--- config.mk ---
export PLATFORM = sky130hd
export DESIGN_NAME = modular_exponentiation
export DESIGN_NICKNAME = d
export VERILOG_FILES = /design/src/design/mexp_pkg.sv /design/src/design/mexp_modmul.sv /design/src/design/modular_exponentiation.sv
export SDC_FILE = /design/constraint.sdc
export NUM_CORES = 1
export LEC_CHECK = 0
export BUFFER_PORTS_ARGS = -buffer_cell sky130_fd_sc_hd__buf_4
export CAP_MARGIN = 0
export CELL_PAD_IN_SITES_DETAIL_PLACEMENT = 1
export CELL_PAD_IN_SITES_GLOBAL_PLACEMENT = 2
export CORE_MARGIN = 5
export CORE_UTILIZATION = 40
export DETAILED_ROUTE_END_ITERATION = 16
export PLACE_DENSITY = 0.89
export SYNTH_ARGS = -nofsm -noshare
export SYNTH_HDL_FRONTEND = slang
export SYNTH_HIERARCHICAL = 1
export SYNTH_SLANG_ARGS = --single-unit
--- constraint.sdc ---
create_clock -name clk -period 9.7 [get_ports clk]
set_input_delay 0.485 -clock clk [delete_from_list [all_inputs] [get_ports clk]]
set_output_delay 0.485 -clock clk [all_outputs]
set_load 0.005 [all_outputs]
--- src/design/mexp_pkg.sv ---
package mexp_pkg;
	typedef enum logic [3:0] {
		ST_IDLE = 4'b0001,
		ST_RED  = 4'b0010,
		ST_MUL  = 4'b0100,
		ST_DONE = 4'b1000
	} mexp_state_t;

	typedef struct packed {
		logic start;
		logic busy;
		logic done;
	} mul_ctrl_t;
endpackage

--- src/design/mexp_modmul.sv ---
module mexp_modmul #(
	parameter int W = 32
) (
	input  logic               clk,
	input  logic               arst_n,
	input  mexp_pkg::mul_ctrl_t ctrl_in,
	input  logic [W-1:0]        a,
	input  logic [W-1:0]        b,
	input  logic [W-1:0]        m,
	output mexp_pkg::mul_ctrl_t ctrl_out,
	output logic [W-1:0]        p
);
	import mexp_pkg::*;
	localparam int CW = $clog2(W + 1);

	logic [W-1:0] a_q;
	logic [W-1:0] acc_q;
	logic [CW-1:0] cnt_q;
	logic busy_q;
	logic done_q;
	logic [W+1:0] dbl;
	logic [W+1:0] dred;
	logic [W+1:0] add;
	logic [W+1:0] ared;

	// msb-first shift-and-add, reduced each bit; acc < m always
	always_comb begin
		dbl = {2'b00, acc_q} << 1;
		dred = (dbl >= {2'b00, m}) ? dbl - {2'b00, m} : dbl;
		add = dred + (a_q[W-1] ? {2'b00, b} : '0);
		ared = (add >= {2'b00, m}) ? add - {2'b00, m} : add;
	end

	always_ff @(posedge clk or negedge arst_n) begin
		if (!arst_n) begin
			busy_q <= 1'b0;
			done_q <= 1'b0;
			cnt_q <= '0;
		end else begin
			done_q <= 1'b0;
			if (ctrl_in.start) begin
				busy_q <= 1'b1;
				cnt_q <= CW'(W);
			end else if (busy_q) begin
				cnt_q <= cnt_q - 1'b1;
				if (cnt_q == CW'(1)) begin
					busy_q <= 1'b0;
					done_q <= 1'b1;
				end
			end
		end
	end

	always_ff @(posedge clk) begin
		if (ctrl_in.start) begin
			a_q <= a;
			acc_q <= '0;
		end else if (busy_q) begin
			a_q <= a_q << 1;
			acc_q <= ared[W-1:0];
		end
	end

	assign ctrl_out = '{start: 1'b0, busy: busy_q, done: done_q};
	assign p = acc_q;
endmodule

--- src/design/modular_exponentiation.sv ---
// modular exponentiation: power_mod = base ** exponent mod modulus
// input channel: valid / stall with base and exponent; output channel:
// valid / stall with power_mod. one result for each item.
// config channel: cfg_valid / cfg_ready carries the modulus, written only
// while idle; cfg_ready is high whenever no item is in flight.
// the base is first reduced bit-serially, one base bit a cycle, then
// square-and-multiply runs over all EXP_WIDTH exponent bits, msb first.
// each modular multiply is launched, runs MOD_WIDTH+1 shift-and-add steps
// and then has its product collected. a square always runs, a multiply
// only for set bits.
// one item is processed at a time; the result sits in an output register
// and stall holds it there, and the next item is taken only after the
// result leaves.
// reset clears control and loads the modulus 1000000007.
// modulus of zero gives 0; modulus of one gives 0.
module modular_exponentiation #(
	parameter int MOD_WIDTH = 31,
	parameter int EXP_WIDTH = 63
) (
	input  logic                 clk,
	input  logic                 arst_n,
	input  logic                 in_valid,
	output logic                 in_stall,
	input  logic [31:0]          base,
	input  logic [EXP_WIDTH-1:0] exponent,
	output logic                 out_valid,
	input  logic                 out_stall,
	output logic [MOD_WIDTH-1:0] power_mod,
	input  logic                 cfg_valid,
	output logic                 cfg_ready,
	input  logic [MOD_WIDTH-1:0] modulus
);
	import mexp_pkg::*;
	localparam int W = MOD_WIDTH + 1;
	localparam int EW = (EXP_WIDTH > 1) ? $clog2(EXP_WIDTH) : 1;
	localparam int RW = $clog2(33);
	localparam longint RST_MOD = 64'd1000000007 & ((64'd1 << MOD_WIDTH) - 64'd1);

	mexp_state_t state_q;
	logic [MOD_WIDTH-1:0] mod_q;
	logic [W-1:0] m;
	logic [EXP_WIDTH-1:0] exp_q;
	logic [EW-1:0] bit_q;
	logic sq_q;
	logic launched_q;
	logic [31:0] bsh_q;
	logic [W-1:0] rem_q;
	logic [RW-1:0] rcnt_q;
	logic [W-1:0] b_q;
	logic [W-1:0] acc_q;
	logic [MOD_WIDTH-1:0] res_q;
	logic [W:0] rsh;
	mul_ctrl_t mc_in;
	mul_ctrl_t mc_out;
	logic [W-1:0] ma;
	logic [W-1:0] mb;
	logic [W-1:0] mp;

	assign m = {1'b0, mod_q};
	assign in_stall = (state_q != ST_IDLE);
	assign cfg_ready = (state_q == ST_IDLE);
	assign out_valid = (state_q == ST_DONE);
	assign power_mod = res_q;
	assign rsh = {rem_q, bsh_q[31]};
	assign ma = acc_q;
	assign mb = sq_q ? acc_q : b_q;
	assign mc_in = '{start: (state_q == ST_MUL) && !launched_q, busy: 1'b0, done: 1'b0};

	mexp_modmul #(.W(W)) u_mul (
		.clk(clk), .arst_n(arst_n), .ctrl_in(mc_in),
		.a(ma), .b(mb), .m(m), .ctrl_out(mc_out), .p(mp)
	);

	always_ff @(posedge clk or negedge arst_n) begin
		if (!arst_n) begin
			state_q <= ST_IDLE;
			mod_q <= MOD_WIDTH'(RST_MOD);
			launched_q <= 1'b0;
			rcnt_q <= '0;
			bit_q <= '0;
			sq_q <= 1'b0;
		end else begin
			if (cfg_valid && cfg_ready) mod_q <= modulus;
			unique case (state_q)
				ST_IDLE: begin
					if (in_valid) begin
						state_q <= ST_RED;
						rcnt_q <= RW'(32);
					end
				end
				ST_RED: begin
					rcnt_q <= rcnt_q - 1'b1;
					if (rcnt_q == RW'(1)) begin
						state_q <= (mod_q == '0) ? ST_DONE : ST_MUL;
						bit_q <= EW'(EXP_WIDTH - 1);
						sq_q <= 1'b1;
						launched_q <= 1'b0;
					end
				end
				ST_MUL: begin
					if (!launched_q) launched_q <= 1'b1;
					else if (mc_out.done) begin
						launched_q <= 1'b0;
						if (sq_q && exp_q[bit_q]) sq_q <= 1'b0;
						else begin
							sq_q <= 1'b1;
							if (bit_q == '0) state_q <= ST_DONE;
							else bit_q <= bit_q - 1'b1;
						end
					end
				end
				ST_DONE: begin
					if (!out_stall) state_q <= ST_IDLE;
				end
				default: state_q <= ST_IDLE;
			endcase
		end
	end

	always_ff @(posedge clk) begin
		unique case (state_q)
			ST_IDLE: begin
				bsh_q <= base;
				exp_q <= exponent;
				rem_q <= '0;
			end
			ST_RED: begin
				bsh_q <= bsh_q << 1;
				if (rsh >= {1'b0, m}) rem_q <= W'(rsh - {1'b0, m});
				else rem_q <= rsh[W-1:0];
				if (rcnt_q == RW'(1)) begin
					b_q <= (rsh >= {1'b0, m}) ? W'(rsh - {1'b0, m}) : rsh[W-1:0];
					acc_q <= (mod_q == MOD_WIDTH'(1)) ? '0 : W'(1);
					res_q <= '0;
				end
			end
			ST_MUL: begin
				if (launched_q && mc_out.done) begin
					acc_q <= mp;
					res_q <= mp[MOD_WIDTH-1:0];
				end
			end
			ST_DONE: begin
			end
			default: begin
			end
		endcase
	end
endmodule

==> results_dict.tcl <==
set metrics [dict create \
    status "complete, no violations" \
    grt_pass1_vias 17937 \
    cts_root_buf "clkbuf_16" \
    critPathMaxStageDelay_ns 0.64 \
    finalWeightedCongestion 0.9289 \
    hold_viol 0 \
    syn_area_per_cell_um2 9.960 \
    dieWidth_um 239.5 \
    cts_tree "built" \
    required_ns 10.16 \
    route.detailed.drc 0 \
    synth_nets 2384 \
    crit_path_start_kind "flip-flop" \
    period_share_pct 93.49 \
    maxCapViolCount 0 \
    core_area_um2 52340 \
    fmax_mhz 110.3 \
    first_pass_iters 5 \
    crit_type "flip-flop to flip-flop" \
    start_util_pct 40.27 \
    row_count 84 \
    multi_input_area_um2 11280 \
    antenna_left 0 \
    worstMarginPinSlew_ns 1.255 \
    h-tree-depth 2 \
    tns_ns 0 \
    rsz0062_at_grt "no" \
    port_buffers 164 \
    final-seq-area_um2 8816 \
    endpoint_kind "flip-flop" \
    setup_viol 0 \
    path_common_cell "a21oi_1" \
    cts.sinks 313 \
    drt_first_iter_violations 1113 \
    critPathMaxFanout 32 \
    layout-drive-gt1-share_pct 18.81 \
    grt_use_total_pct 23.73 \
    place_area_um2 22780 \
    antenna_found_initial 0 \
    dpl.hpwl_mm 52.94 \
    syn_area_um2 21080 \
    finalClockSkew_ns 0.01415 \
    crit_arrival_ns 9.53 \
    max_slew_margin_pct 16.36 \
    reg2reg_depth 33 \
    grt_max_degree 70 \
    min_period_ns 9.069 \
    grt-ovfl-total 0 \
    grt_pass1_wl_mm 106.2 \
    final_cell_area_um2 24120 \
    slew_violations 0 \
    ys_warn_count 6 \
    die_h_um 239.5 \
    drt_wl_total_mm 69.62 \
    antenna_cells 0 \
    cts_made_buffers 40 \
    avgRoutedWirePerCell_um 23.58 \
    dr_total_vias 16997 \
    clk_path_buf_depth 3 \
    nets 2501 \
    crit_path_top_delay_cell "dfstp_2" \
    hold_buffers 0 \
    syn_to_final_growth_pct 14.43 \
    hold_path.class "input port to asynchronous set/reset pin" \
    cts_resized 0 \
    via_per_inst 5.756 \
    clock_latency_ns 0.57 \
    ioPinCount 165 \
    synthCells 2116 \
    dieArea_um2 57380 \
    n_fill_cell 5908 \
    clk_pin_slew_worst_paths_ns 0.06 \
    postCtsSetupRepairBufs 0 \
]
## placed cells by master, fill, tap and decap left out, drive strengths merged, types with 9 or more instances in the layout
cell type / instances
nor2: 141
nor2b: 14
a21o: 46
nand4: 23
dfstp: 17
dfxtp: 32
and3: 24
buf: 189
a211oi: 50
o21bai: 12
o21ai: 100
clkinv: 14
o211ai: 11
dfrtp: 40
nor3: 29
mux2i: 33
ha: 133
and2: 100
nor4: 21
nand2: 212
edfxtp: 224
nand2b: 16
mux4: 12
or3: 9
clkbuf: 54
xnor2: 66
xor2: 43
nand3: 48
o21a: 25
a21oi: 150
mux2: 118
inv: 108
o31ai: 15
a31oi: 16
## sequential cells by signal, summed over array words and instances (netlist names), 30 cells and up
register   cells
rem_q         32
u_mul/a_q     32
bsh_q         32
exp_q         63
power_mod     30
mod_q         31
b_q           32
u_mul/p       32
## final timing paths
kind / end / slack, ns / from
worst min-delay path: u_mul/busy_q$_DFF_PN0_ / 0.01 / arst_n
max in group asynchronous: mod_q[13]$_DFFE_PN0P_ / 9.09 / arst_n
worst max register to register: u_mul/p[29]$_SDFFE_PP0P_ / 0.63 / mod_q[9]$_DFFE_PN1P_
min in group clk: exp_q[35]$_DFFE_PP_ / 0.09 / exponent[35]
worst max-delay path: u_mul/p[29]$_SDFFE_PP0P_ / 0.63 / mod_q[9]$_DFFE_PN1P_
worst min register to register: bsh_q[26]$_DFFE_PP_ / 0.51 / bsh_q[25]$_DFFE_PP_
## layout make-up
cell class                 instances  area share [%]
timing repair buffer             189           5.884
sequential                       313           36.56
multi-input combinational       1582           46.77
tap                              688           3.570
clock buffer                      54           4.628
clock inverter                    20          0.9287
inverter                         107           1.665
## through the flow
step	util, %	worst slack [ns]	hold WS, ns	std cells
after detailed placement	43.51	0.8008	0.4957	2879
after global placement	43.51	1.032	0.4935	2879
after floorplan	-	2.656	0.1894	2116
after CTS	46.07	0.7440	0.02187	2953
after global routing	46.07	0.1159	0.06601	2953
final	46.07	0.6310	0.01383	2953
## worst max-delay path: cells and delay by family (launching register included)
| family | cells | cell delay [ns] |
|---|---|---|
| AOI/OAI and AO/OA | 18 | 4.11 |
| buffers and inverters | 4 | 0.90 |
| adders and majority gates | 3 | 1.06 |
| DFF | 1 | 0.64 |
| and+or+nand+nor | 8 | 2.22 |
## metal layers
metal  global-route usage, %  vias to the layer above  share of wire, %
li1                        -                     7948                 -
met1                   32.89                     8586                46
met2                   39.78                      366                48
met3                   2.925                       97               3.9
met4                   5.879                        0               2.3
met5                       0                        -                 0
Power is left out: the tool's default activity adds up to more than one toggle a clock period on the data nets, which glitch-free logic cannot reach.
